`src/hw/rtl/mexp_pkg.sv`:
```
`default_nettype none

package mexp_pkg;

    // Datapath word and exponent widths.
    localparam int WORD_W   = 32;
    localparam int EXP_BITS = 32;
    localparam int CNT_W    = $clog2(WORD_W);

    // Configuration port.
    localparam int CFG_IDX_W = 2;
    localparam logic [CFG_IDX_W-1:0] CFG_MODULUS     = 2'd0;
    localparam logic [CFG_IDX_W-1:0] CFG_PUBLIC_EXP  = 2'd1;
    localparam logic [CFG_IDX_W-1:0] CFG_PRIVATE_EXP = 2'd2;

    typedef logic [WORD_W-1:0]   t_word;
    typedef logic [EXP_BITS-1:0] t_exp;

    // Sequencer states.
    typedef enum logic [2:0] {
        ST_IDLE,
        ST_REDUCE,
        ST_MUL,
        ST_SQR,
        ST_DONE
    } t_state;

    // Request to the shared modular multiplier.
    typedef struct packed {
        logic  start;
        t_word a;
        t_word b;
    } t_mul_req;

    // Response from the shared modular multiplier.
    typedef struct packed {
        logic  done;
        t_word prod;
    } t_mul_rsp;

endpackage

`default_nettype wire

```
`src/hw/rtl/mexp_modmul.sv`:
```
`default_nettype none

// Bit-serial modular multiplier: one bit of b per cycle, MSB first.
// Each step computes acc = (2*acc + b_bit*a) mod n with a and acc below n.
module mexp_modmul (
    input  wire logic              i_clk,
    input  wire logic              i_rst_n,
    input  wire mexp_pkg::t_word   i_modulus,
    input  wire mexp_pkg::t_mul_req i_req,
    output mexp_pkg::t_mul_rsp     o_rsp
);
    import mexp_pkg::*;

    logic             r_busy;
    logic             r_done;
    logic [CNT_W-1:0] r_cnt;
    t_word            r_acc;
    t_word            r_b;

    logic [WORD_W+1:0] w_sum;
    logic [WORD_W+2:0] w_sub1;
    logic [WORD_W+2:0] w_sub2;
    t_word             w_next;

    // One double-and-add step, reduced by subtracting n or 2n.
    always_comb begin
        w_sum  = {1'b0, r_acc, 1'b0}
               + (r_b[WORD_W-1] ? {2'b00, i_req.a} : {(WORD_W+2){1'b0}});
        w_sub1 = {1'b0, w_sum} - {3'b000, i_modulus};
        w_sub2 = {1'b0, w_sum} - {2'b00, i_modulus, 1'b0};
        if (!w_sub2[WORD_W+2]) begin
            w_next = w_sub2[WORD_W-1:0];
        end else if (!w_sub1[WORD_W+2]) begin
            w_next = w_sub1[WORD_W-1:0];
        end else begin
            w_next = w_sum[WORD_W-1:0];
        end
    end

    // Control: busy until the bit counter runs out, then a one-cycle done pulse.
    always_ff @(posedge i_clk) begin
        if (!i_rst_n) begin
            r_busy <= 1'b0;
            r_done <= 1'b0;
            r_cnt  <= '0;
        end else begin
            r_done <= 1'b0;
            if (i_req.start) begin
                r_busy <= 1'b1;
                r_cnt  <= CNT_W'(WORD_W - 1);
            end else if (r_busy) begin
                r_cnt <= r_cnt - 1'b1;
                if (r_cnt == '0) begin
                    r_busy <= 1'b0;
                    r_done <= 1'b1;
                end
            end
        end
    end

    // Accumulator and multiplier shift register.
    always_ff @(posedge i_clk) begin
        if (i_req.start) begin
            r_acc <= '0;
            r_b   <= i_req.b;
        end else if (r_busy) begin
            r_acc <= w_next;
            r_b   <= {r_b[WORD_W-2:0], 1'b0};
        end
    end

    assign o_rsp.done = r_done;
    assign o_rsp.prod = r_acc;

endmodule

`default_nettype wire

```
`src/hw/rtl/mexp_seq.sv`:
```
`default_nettype none

// Square-and-multiply sequencer. It reduces the base, then walks the
// exponent from the LSB, multiplying into the result for every set bit
// and squaring the running power while higher set bits remain.
module mexp_seq (
    input  wire logic               i_clk,
    input  wire logic               i_rst_n,
    input  wire logic               i_start,
    input  wire mexp_pkg::t_word    i_modulus,
    input  wire mexp_pkg::t_exp     i_exp,
    input  wire mexp_pkg::t_word    i_base,
    input  wire logic               i_eom,
    output logic                    o_idle,
    output logic                    o_res_valid,
    output mexp_pkg::t_word         o_result,
    output logic                    o_eom,
    input  wire logic               i_res_taken,
    output mexp_pkg::t_mul_req      o_mul_req,
    input  wire mexp_pkg::t_mul_rsp i_mul_rsp
);
    import mexp_pkg::*;

    t_state r_state;
    t_state n_state;
    logic   r_pending;
    t_exp   r_ex;
    t_word  r_res;
    t_word  r_pw;
    logic   r_eom;

    logic w_n_zero;
    logic w_n_one;
    logic w_ex_zero;
    logic w_op_state;

    assign w_n_zero   = (i_modulus == '0);
    assign w_n_one    = (i_modulus == t_word'(1));
    assign w_ex_zero  = (i_exp == '0);
    assign w_op_state = (r_state == ST_REDUCE) || (r_state == ST_MUL)
                     || (r_state == ST_SQR);

    // Next state.
    always_comb begin
        n_state = r_state;
        case (r_state)
            ST_IDLE: begin
                if (i_start) begin
                    n_state = (w_n_zero || w_ex_zero) ? ST_DONE : ST_REDUCE;
                end
            end
            ST_REDUCE: begin
                if (i_mul_rsp.done) begin
                    n_state = r_ex[0] ? ST_MUL : ST_SQR;
                end
            end
            ST_MUL: begin
                if (i_mul_rsp.done) begin
                    n_state = (r_ex[EXP_BITS-1:1] == '0) ? ST_DONE : ST_SQR;
                end
            end
            ST_SQR: begin
                if (i_mul_rsp.done) begin
                    n_state = r_ex[1] ? ST_MUL : ST_SQR;
                end
            end
            ST_DONE: begin
                if (i_res_taken) begin
                    n_state = ST_IDLE;
                end
            end
            default: n_state = ST_IDLE;
        endcase
    end

    // Outputs and multiplier operands.
    always_comb begin
        o_idle          = 1'b0;
        o_res_valid     = 1'b0;
        o_mul_req.start = w_op_state && !r_pending;
        o_mul_req.b     = r_pw;
        o_mul_req.a     = r_pw;
        case (r_state)
            ST_IDLE:   o_idle = 1'b1;
            ST_REDUCE: o_mul_req.a = t_word'(1);
            ST_MUL:    o_mul_req.a = r_res;
            ST_SQR:    o_mul_req.a = r_pw;
            ST_DONE:   o_res_valid = 1'b1;
            default:   o_idle = 1'b0;
        endcase
    end

    assign o_result = r_res;
    assign o_eom    = r_eom;

    // State and outstanding-multiply flag.
    always_ff @(posedge i_clk) begin
        if (!i_rst_n) begin
            r_state   <= ST_IDLE;
            r_pending <= 1'b0;
        end else begin
            r_state <= n_state;
            if (o_mul_req.start) begin
                r_pending <= 1'b1;
            end else if (i_mul_rsp.done) begin
                r_pending <= 1'b0;
            end
        end
    end

    // Operand registers.
    always_ff @(posedge i_clk) begin
        case (r_state)
            ST_IDLE: begin
                if (i_start) begin
                    r_ex  <= i_exp;
                    r_pw  <= i_base;
                    r_eom <= i_eom;
                    if (w_n_zero) begin
                        r_res <= '0;
                    end else if (w_ex_zero) begin
                        r_res <= t_word'(1);
                    end else begin
                        r_res <= w_n_one ? '0 : t_word'(1);
                    end
                end
            end
            ST_REDUCE: begin
                if (i_mul_rsp.done) begin
                    r_pw <= i_mul_rsp.prod;
                end
            end
            ST_MUL: begin
                if (i_mul_rsp.done) begin
                    r_res <= i_mul_rsp.prod;
                end
            end
            ST_SQR: begin
                if (i_mul_rsp.done) begin
                    r_pw <= i_mul_rsp.prod;
                    r_ex <= {1'b0, r_ex[EXP_BITS-1:1]};
                end
            end
            default: begin
                r_ex <= r_ex;
            end
        endcase
    end

endmodule

`default_nettype wire

```
`src/hw/rtl/modular_exponentiation_unit.sv`:
```
`default_nettype none

// Channel   Direction  Signals                                Contents
// s_axis    in         tvalid tready tdata[31:0] tuser tlast  base_value, mode, end_of_message
// m_axis    out        tvalid tready tdata[31:0] tlast        result_value, end_of_message_out
// cfg       in         i_cfg_valid o_cfg_ready index data     0 modulus, 1 public, 2 private exp
//
// Each item takes one modular multiplication for the base reduction, one
// multiply per set exponent bit and one squaring per bit below the top set
// bit, all on the single bit-serial multiplier. A zero modulus or zero
// exponent skips the multiplier and goes straight to the done state.
// i_rst_n is synchronous; registers return to modulus 1 and zero exponents.
// s_axis_tready is high only while the sequencer is idle; a finished result
// waits in the output register while m_axis_tready is low.
module modular_exponentiation_unit (
    input  wire logic                             i_clk,
    input  wire logic                             i_rst_n,
    // Input stream.
    input  wire logic                             s_axis_tvalid,
    output logic                                  s_axis_tready,
    input  wire logic [mexp_pkg::WORD_W-1:0]      s_axis_tdata,  // [31:0] base_value
    input  wire logic                             s_axis_tuser,  // [0] mode
    input  wire logic                             s_axis_tlast,  // end_of_message
    // Output stream.
    output logic                                  m_axis_tvalid,
    input  wire logic                             m_axis_tready,
    output logic [mexp_pkg::WORD_W-1:0]           m_axis_tdata,  // [31:0] result_value
    output logic                                  m_axis_tlast,  // end_of_message_out
    // Configuration writes.
    input  wire logic                             i_cfg_valid,
    output logic                                  o_cfg_ready,
    input  wire logic [mexp_pkg::CFG_IDX_W-1:0]   i_cfg_index,
    input  wire logic [mexp_pkg::WORD_W-1:0]      i_cfg_data
);
    import mexp_pkg::*;

    t_word    r_modulus;
    t_word    r_pub_exp;
    t_word    r_priv_exp;
    logic     r_out_valid;
    t_word    r_out_data;
    logic     r_out_last;

    logic     w_in_xfer;
    logic     w_out_load;
    logic     w_seq_idle;
    logic     w_seq_valid;
    t_word    w_seq_result;
    logic     w_seq_eom;
    t_exp     w_exp;
    t_mul_req w_mul_req;
    t_mul_rsp w_mul_rsp;

    // Configuration registers; writes are always accepted.
    assign o_cfg_ready = 1'b1;

    always_ff @(posedge i_clk) begin
        if (!i_rst_n) begin
            r_modulus  <= t_word'(1);
            r_pub_exp  <= '0;
            r_priv_exp <= '0;
        end else if (i_cfg_valid) begin
            case (i_cfg_index)
                CFG_MODULUS:     r_modulus  <= i_cfg_data;
                CFG_PUBLIC_EXP:  r_pub_exp  <= i_cfg_data;
                CFG_PRIVATE_EXP: r_priv_exp <= i_cfg_data;
                default:         r_modulus  <= r_modulus;
            endcase
        end
    end

    // Input transfer and exponent select.
    assign s_axis_tready = w_seq_idle;
    assign w_in_xfer     = s_axis_tvalid && s_axis_tready;
    assign w_exp         = s_axis_tuser ? r_priv_exp[EXP_BITS-1:0]
                                        : r_pub_exp[EXP_BITS-1:0];

    mexp_seq u_seq (
        .i_clk       (i_clk),
        .i_rst_n     (i_rst_n),
        .i_start     (w_in_xfer),
        .i_modulus   (r_modulus),
        .i_exp       (w_exp),
        .i_base      (s_axis_tdata),
        .i_eom       (s_axis_tlast),
        .o_idle      (w_seq_idle),
        .o_res_valid (w_seq_valid),
        .o_result    (w_seq_result),
        .o_eom       (w_seq_eom),
        .i_res_taken (w_out_load),
        .o_mul_req   (w_mul_req),
        .i_mul_rsp   (w_mul_rsp)
    );

    mexp_modmul u_modmul (
        .i_clk     (i_clk),
        .i_rst_n   (i_rst_n),
        .i_modulus (r_modulus),
        .i_req     (w_mul_req),
        .o_rsp     (w_mul_rsp)
    );

    // Output register: loads when empty or being drained.
    assign w_out_load = w_seq_valid && (!r_out_valid || m_axis_tready);

    always_ff @(posedge i_clk) begin
        if (!i_rst_n) begin
            r_out_valid <= 1'b0;
        end else if (w_out_load) begin
            r_out_valid <= 1'b1;
        end else if (m_axis_tready) begin
            r_out_valid <= 1'b0;
        end
    end

    always_ff @(posedge i_clk) begin
        if (w_out_load) begin
            r_out_data <= w_seq_result;
            r_out_last <= w_seq_eom;
        end
    end

    assign m_axis_tvalid = r_out_valid;
    assign m_axis_tdata  = r_out_data;
    assign m_axis_tlast  = r_out_last;

endmodule

`default_nettype wire

```
`config.mk`:
```
export PLATFORM = sky130hd
export DESIGN_NAME = modular_exponentiation_unit
export DESIGN_NICKNAME = d
export VERILOG_FILES = /design/src/hw/rtl/mexp_pkg.sv /design/src/hw/rtl/mexp_modmul.sv /design/src/hw/rtl/mexp_seq.sv /design/src/hw/rtl/modular_exponentiation_unit.sv
export SDC_FILE = /design/constraint.sdc
export NUM_CORES = 1
export LEC_CHECK = 0
export ABC_CLOCK_PERIOD_IN_PS = 5730
export BUFFER_PORTS_ARGS = -buffer_cell sky130_fd_sc_hd__buf_4
export CORE_UTILIZATION = 56
export DETAILED_ROUTE_END_ITERATION = 6
export PLACE_DENSITY_LB_ADDON = 0.12
export REMOVE_ABC_BUFFERS = 1
export SLEW_MARGIN = 20
export SYNTH_ARGS = -nofsm -noshare
export SYNTH_HDL_FRONTEND = slang
export SYNTH_SLANG_ARGS = --single-unit
```
`constraint.sdc`:
```
create_clock -name i_clk -period 5.73 [get_ports i_clk]
set_clock_uncertainty 0.15 [all_clocks]
set_input_delay 1.146 -clock i_clk [delete_from_list [all_inputs] [get_ports i_clk]]
set_output_delay 1.146 -clock i_clk [all_outputs]
set_load 0.02 [all_outputs]
```
==> summary.md, run 1 <==
| Metric | Value |
|---|---|
| Status | complete, no violations |
| Post-route insts no fill | 2712 |
| Fmax | 0.179 GHz |
| Area grow syn2layout | 22.0% |
| Drt total wl | 50400 um |
| Hold Crit Start | u_seq.o_eom |
| Final net count | 2458 |
| Path type of the worst min-delay path | register to register |
| Vias per cell | 5.86 |
| Layout cells sized above 1 | 19.4% |
| Worst r2r src | u_seq.r_state[0] |
| Initial Utilization | 57.1% |
| Max_cap viols | 0 |
| Reg2reg setup slack | 0.13 ns |
| Setup crit end kind | register |
| Period utilization | 97.7% |
| Core Region | 0.0316 sq mm |
| Setup Viol. Count Final | 0 |
| Buffers and inverters on the worst path | 8 |
| Clock-pin slew on the worst setup and hold paths | 0.06 ns |
| Flops & latches, synth | 302 |
| Setup ws final | 0.132 ns |
| Mapped Cells | 2049 |
| Hold EP | m_axis_tlast |
| Avg Inst Size Synth | 8.81 sq um |
| Largest net degree at the start of global routing | 109 |
| Share of the synthesized area in the top cell type | 26.9% |
| Global-route wire length before repair | 78900 um |
| Reg-to-Reg End | u_modmul.r_acc[0] |
| Sequential-to-total area share from yosys stat | 42.5% |
| Chip Width | 182 um |
| CP required | 6.05 ns |
| Slew @ Worst Pin | 1.08 ns |
| Delay of the slowest critical-path stage | 0.44 ns |
| Final hold violation count | 0 |
| Avg WL per Cell | 18.6 um |
| Final ANT Viol Nets | 0 |
| Initial antenna violation count | 0 |
| Most frequent cells in the layout | nand2_1 (476), buf_4 (289), edfxtp_1 (162) |
| TNS Setup | 0 ns |
| H-tree Lvls | 1 |
| PortBufs | 107 |
| CTS tree | built |
| Pins Over Slew Limit | 0 |
| ANT cells | 0 |
| CP max-delay cell | or4_1 |
| Clock sinks | 302 |
| Max_slew headroom | 28.1% |
| Power density over cell area | 572 mW/mm^2 |
| Hold path depth | 0 |
| Distinct cell type count after synthesis | 71 |
| Mapped Area | 0.0181 sq mm |
| Critical Path AT | 5.92 ns |
| Fill cells | 2526 |
| Kind of critical path | register to register |
| Worst-case clock buffer depth | 3 |
| Commonest non-fill, non-tap cell in the layout | nand2_1 |
| Vias post-DR | 15900 |
| Post-synth EDFFs | 162 |
| DRT iter0 DRCs | 1009 |
| IO Pins | 109 |
| Leading area contributor after synthesis | edfxtp_1 |
| Total GRT Usage | 29.7% |
| Die Y | 182 um |
| CTS Root Cell | clkbuf_16 |
| Top Family by Delay on Critical Path | simple AND/OR/NAND/NOR gates |
| Crit path time final | 5.60 ns |
| # DRC | 0 |
| Dpl ws | -0.250 ns |
| Gr ovfl total | 0 |
| 1st-pass router iterations | 7 |
| Maximum vdd ir drop | 0.000327 V |
| Number of CTS-inserted buffers | 31 |
| Share of synthesized registers carrying an async set or reset | 0% |
| Worst reg-to-reg path cell count | 28 |
| Worst skew pair latency | 0.59 ns |
| Synth top area cells | edfxtp_1 (27%), dfxtp_1 (16%), nand2_1 (9.9%) |
| Cell Rows | 65 |
| Vias in the first global route | 15100 |
| GPL Wtd Cong | 0.957 |
| Crit path max fanout | 12 |
| Leakage power | 8.97 nW |
| Synth Flop Type | edfxtp_1 |
| Yosys warnings | 0 |
| Detailed Place HPWL | 37900 um |
| Most used cell along the critical path | buf_4 |
| CP Launch Type | register |
| Fin util | 69.6% |
| Die area | 0.0330 sq mm |
| Inst Count DP | 2634 |
| CTS Hold Buffers Added | 0 |
[timing repair]
item,in CTS,in global routing
setup buffers,2,14
cloned,0,3
setup endpoints to repair,32,32
pin swaps,3,44
gates resized for setup,10,90
[report_power, final]
| group | internal (W) | switching, W | total (W) |
|---|---|---|---|
| Clock | 0.00110 | 0.000854 | 0.00195 |
| Combinational | 0.00353 | 0.00427 | 0.00780 |
| Sequential | 0.00264 | 0.000207 | 0.00285 |
| Total | 0.00727 | 0.00533 | 0.0126 |
[stage by stage]
stage | total power, W | instance area (sq um) | hold slack (ns)
finish | 0.0126 | 22000 | 0.288
global route | 0.0134 | 22000 | 0.295
CTS | 0.0119 | 21400 | 0.286
detailed placement | 0.00994 | 20400 | 0.274
global placement | 0.00986 | 20400 | 0.255
floorplan | 0.00735 | 17700 | 0.250
[synth_stat cells, types with 32 or more instances]
cell,n
a21boi_0,109
a21oi_1,121
a22oi_1,32
and2_1,37
clkbuf_1,88
dfxtp_1,140
edfxtp_1,162
ha_1,97
inv_1,64
mux2i_1,61
nand2_1,478
nand3_1,33
nor2_1,103
nor2b_1,47
nor4_1,34
o21ai_0,67
xnor2_1,53
[worst max path at each step]
stage,from,endpoint,slack [ns],cells after the start
detailed placement,u_seq.r_state[0],u_modmul.r_acc[22],-0.25,27
floorplan,u_seq.r_state[1],u_modmul.r_acc[13],-2.82,21
global placement,u_seq.r_state[0],u_modmul.r_acc[22],-0.07,26
CTS,u_seq.r_state[0],u_modmul.r_acc[0],0.008,24
global route,u_seq.r_state[0],u_modmul.r_acc[0],-0.15,31
finish,u_seq.r_state[0],u_modmul.r_acc[0],0.13,28
[worst reg2reg max path, delay by kind of cell (launching register included)]
kind	cells	cell delay, ns
AOI/OAI and AO/OA	7	1.24
xor gates and xnor gates	1	0.19
adders and majority gates	2	0.57
buffers and inverters	8	1.24
DFF	1	0.36
and+or+nand+nor	10	1.71
[flip-flops by register name, indices dropped and copies added (netlist names)]
signal / count
m_axis_tdata: 32
u_modmul.r_cnt: 5
u_seq.o_result: 32
r_modulus: 32
r_pub_exp: 32
u_modmul.r_b: 32
m_axis_tlast: 1
u_seq.r_ex: 32
u_seq.r_pending: 1
u_seq.r_state: 3
u_seq.o_eom: 1
u_seq.r_pw: 32
u_modmul.r_busy: 1
m_axis_tvalid: 1
u_modmul.r_done: 1
u_modmul.r_acc: 32
r_priv_exp: 32
[area by class of cell]
type,count,area (sq um),area share (%)
timing repair buffer,302,2400,10.9
clock inverter,18,144,0.653
multi-input combinational,1583,10200,46.5
sequential,302,7670,34.8
inverter,65,244,1.11
tap,402,503,2.28
clock buffer,40,820,3.72
[layer usage]
metal / up-vias / global-route usage, % / part of all wire (%) / wire length [um]
met5: - / 0 / 0 / 0
met4: 0 / 9.49 / 2.9 / 1460
met2: 502 / 49.2 / 47 / 23500
met1: 7506 / 40.7 / 44 / 22400
li1: 7803 / - / - / -
met3: 84 / 3.17 / 6.1 / 3050
[logic make-up after synthesis]
| family | Yosys count | share of synthesized area, % |
|---|---|---|
| buf+inv | 164 | 3.50 |
| flops | 302 | 42.5 |
| fa+ha+maj | 100 | 7.05 |
| mux | 61 | 3.38 |
| compound gates | 507 | 19.0 |
| other cells | 1 | 0.0208 |
| xor+xnor | 81 | 3.93 |
| simple gates | 833 | 20.6 |
Note: power is estimated with default switching activity, not from simulation.
==> run 2, diff against run 1 <==
- ABC_CLOCK_PERIOD_IN_PS: 5730 -> 6700
- CORE_UTILIZATION: 56 -> 67
- clock period: 5.73 -> 6.7 ns (I/O delays scaled with it)
==> run 2 against run 1 <==
The run now ends with DRC left. Power is 23% lower. Cell area fell by 7.9%. Global-route usage up 5.6 points. Utilization is 7.6 points higher. Die area decreased by 16%. Sequential power shrank 14%. Combinational power down 30%. Clock-buffer cell count shrank 2. Non-clock buffer count shrank 156. Critical endpoint is now u_modmul.r_acc[12].
==> summary.md, run 2 (same netlist as run 1, synthesis figures left out) <==
| Metric | Value |
|---|---|
| Buffers and inverters on the worst path | 1 (-7) |
| Path type of the worst min-delay path | register to register |
| Unrepaired setup endpoints after global routing | false |
| Period utilization | 94.0% (-3.8 points) |
| Kind of critical path | register to register |
| Gr ovfl total | 0 (unchanged) |
| Critical Path AT | 6.59 ns (+0.67 ns) |
| Layout cells sized above 1 | 10.4% (-9.0 points) |
| Crit path max fanout | 25 (+13) |
| Clock sinks | 302 (unchanged) |
| Chip Width | 166 um (-8.5%) |
| Vias in the first global route | 15200 (+0.39%) |
| Vias per cell | 6.35 (+8.4%) |
| Worst reg-to-reg path cell count | 24 (-14%) |
| Area grow syn2layout | 12.4% |
| Leakage power | 8.10 nW (-9.7%) |
| Initial Utilization | 68.7% (+12 points) |
| Vias post-DR | 15800 (-0.59%) |
| Setup crit end kind | register |
| Largest net degree at the start of global routing | 109 (unchanged) |
| Setup Fix Bufs, Post-CTS | 0 (-2) |
| Levels on crit path | 24 (-14%) |
| Fmax | 0.159 GHz (-11%) |
| Status | finished, violations left |
| Final ANT Viol Nets | 0 (unchanged) |
| Core Region | 0.0263 sq mm (-17%) |
| Die area | 0.0276 sq mm (-16%) |
| Met3 routed WL | 3450 um (+13%) |
| Flop pwr share | 25.4% (+2.8 points) |
| Crit path to | u_modmul.r_acc[12] |
| Power density over cell area | 475 mW/mm^2 (-17%) |
| Most used cell along the critical path | o21ai_0 |
| Reg-to-Reg End | u_modmul.r_acc[12] |
| Worst Setup SP | u_seq.r_state[0] |
| Final instance area | 0.0203 sq mm (-7.9%) |
| Reg2reg setup slack | 0.41 ns (+0.27 ns) |
| Worst-case clock buffer depth | 3 (unchanged) |
| Max_slew headroom | 25.0% (-3.0 points) |
| Combinational share of power | 57.0% (-4.9 points) |
| Power Total | 0.00964 W (-23%) |
| Top layer reached by signal wires | met4 |
| Die Y | 166 um (-8.5%) |
| Top Family by Delay on Critical Path | compound AO/OA/AOI/OAI gates |
| Total GRT Usage | 35.3% (+5.6 points) |
| DRT iter0 DRCs | 1433 (+42%) |
| Final net count | 2301 (-6.4%) |
| GPL Wtd Cong | 0.979 (+2.4%) |
| Delay of the slowest critical-path stage | 0.45 ns (about the same) |
| ANT cells | 0 (unchanged) |
| Clock-pin slew on the worst setup and hold paths | 0.06 ns (about the same) |
| WL met2 | 23200 um (-1.0%) |
| Initial antenna violation count | 0 (unchanged) |
| Clock Power Share | 17.6% (+2.1 points) |
| Switching Share | 43.4% (+1.1 points) |
| TNS Setup | 0 ns (unchanged) |
| Final hold violation count | 0 (unchanged) |
| Number of CTS-inserted buffers | 30 (-3.2%) |
| Commonest non-fill, non-tap cell in the layout | nand2_1 |
| Crit path time final | 6.29 ns (+0.696 ns) |
| CP max-delay cell | dfxtp_2 |
| CP required | 6.99 ns (+0.94 ns) |
| CTS Hold Buffers Added | 0 (unchanged) |
| NetSw | 0.00419 W (-21%) |
| CTS tree | built |
| CP Cell Sequence | xor2_1 > nand2b_1 > a22oi_1 > nor2b_1 > ha_1 > fa_1 > a211oi_1 > o21ai_0 > o211ai_1 > nand2_2 > a31o_2 > a21oi_1 > xnor2_1 > ha_1 > a21oi_1 > o21ai_0 > a221oi_1 > o21ai_0 > o21ai_1 > o2111ai_1 > nor2_4 > buf_12 > mux2i_1 > o221ai_1 |
| Pins Over Slew Limit | 0 (unchanged) |
| Maximum vdd ir drop | 0.000375 V (+15%) |
| Pint | 0.00545 W (-25%) |
| PortBufs | 107 (unchanged) |
| CP Launch Type | register |
| Hold Slack | 0.280 ns (-0.00795 ns) |
| Avg WL per Cell | 19.8 um (+6.5%) |
| IO Pins | 109 (unchanged) |
| Cell Rows | 59 (-9.2%) |
| Drt total wl | 49300 um (-2.3%) |
| Worst skew pair latency | 0.57 ns (-0.02 ns) |
| Setup Viol. Count Final | 0 (unchanged) |
| CTS Root Cell | clkbuf_16 |
| Worst r2r src | u_seq.r_state[0] |
| Detailed Place HPWL | 35900 um (-5.5%) |
| # DRC | 10 (+10) |
| Most frequent cells in the layout | nand2_1 (476), edfxtp_1 (162), buf_4 (142) |
| H-tree Lvls | 1 (unchanged) |
| Slew @ Worst Pin | 1.12 ns (+0.0453 ns) |
| Met1 WL | 21000 um (-6.3%) |
| Global-route wire length before repair | 78700 um (-0.24%) |
| Failing checks | DRC |
| 1st-pass router iterations | 7 (unchanged) |
| Max_cap viols | 0 (unchanged) |
| Placed Area | 0.0193 sq mm (-5.5%) |
[run 2: worst min-delay path by stage]
stage | slack, ns | to | cells after the start | startpoint
2_1_floorplan | 0.25 | m_axis_tlast | 0 | u_seq.o_eom
3_5_place_dp | 0.27 | m_axis_tlast | 0 | u_seq.o_eom
4_1_cts | 0.28 | m_axis_tlast | 0 | u_seq.o_eom
3_3_place_gp | 0.25 | m_axis_tlast | 0 | u_seq.o_eom
6_report | 0.28 | m_axis_tlast | 0 | u_seq.o_eom
5_1_grt | 0.29 | m_axis_tlast | 0 | u_seq.o_eom
[run 2: worst reg2reg max path: cells and delay by family (launching register included)]
family          cells  cell delay (ns)
compound gates     13             3.10
xor+xnor            2             0.39
fa+ha+maj           3             1.02
buf+inv             1             0.21
flops               1             0.45
mux                 1             0.32
simple gates        4             0.55
[run 2: area by class of cell]
class                   instances  area, sq um
multi-input cells            1583         9830
flip-flops and latches        302         7670
fillers                      1747         5980
repair buffers                146         1150
clock buffers                  38          802
well taps                     335          419
inverters                      65          244
clock inverters                18          186
[run 2: layer usage]
| metal | vias up | global-route usage [%] |
|---|---|---|
| met5 | - | 0 |
| met4 | 0 | 11.9 |
| met3 | 109 | 3.27 |
| met2 | 707 | 59.0 |
| met1 | 7501 | 48.2 |
| li1 | 7484 | - |
[run 2: metrics by stage]
stage / util [%] / instances / setup slack (ns)
after floorplan: - / 1950 / -1.85
after global placement: 73.3 / 2430 / 0.459
after detailed placement: 73.3 / 2430 / 0.197
after CTS: 77.1 / 2486 / 0.194
after global routing: 77.3 / 2487 / 0.00964
final: 77.3 / 2487 / 0.405
[run 2: repair_timing]
item                                    4_1_cts  5_1_grt
resized for setup                             0        6
endpoints found under the setup margin        0       32
hold endpoints to repair                      0        0
[run 2: power groups by stage]
stage	logic, W	clock network (W)	registers, W
final	0.00549	0.00170	0.00245
after CTS	0.00535	0.00170	0.00244
after global placement	0.00524	0	0.00246
after detailed placement	0.00531	0	0.00248
after global routing	0.00597	0.00178	0.00247
after floorplan	0.00386	0	0.00242
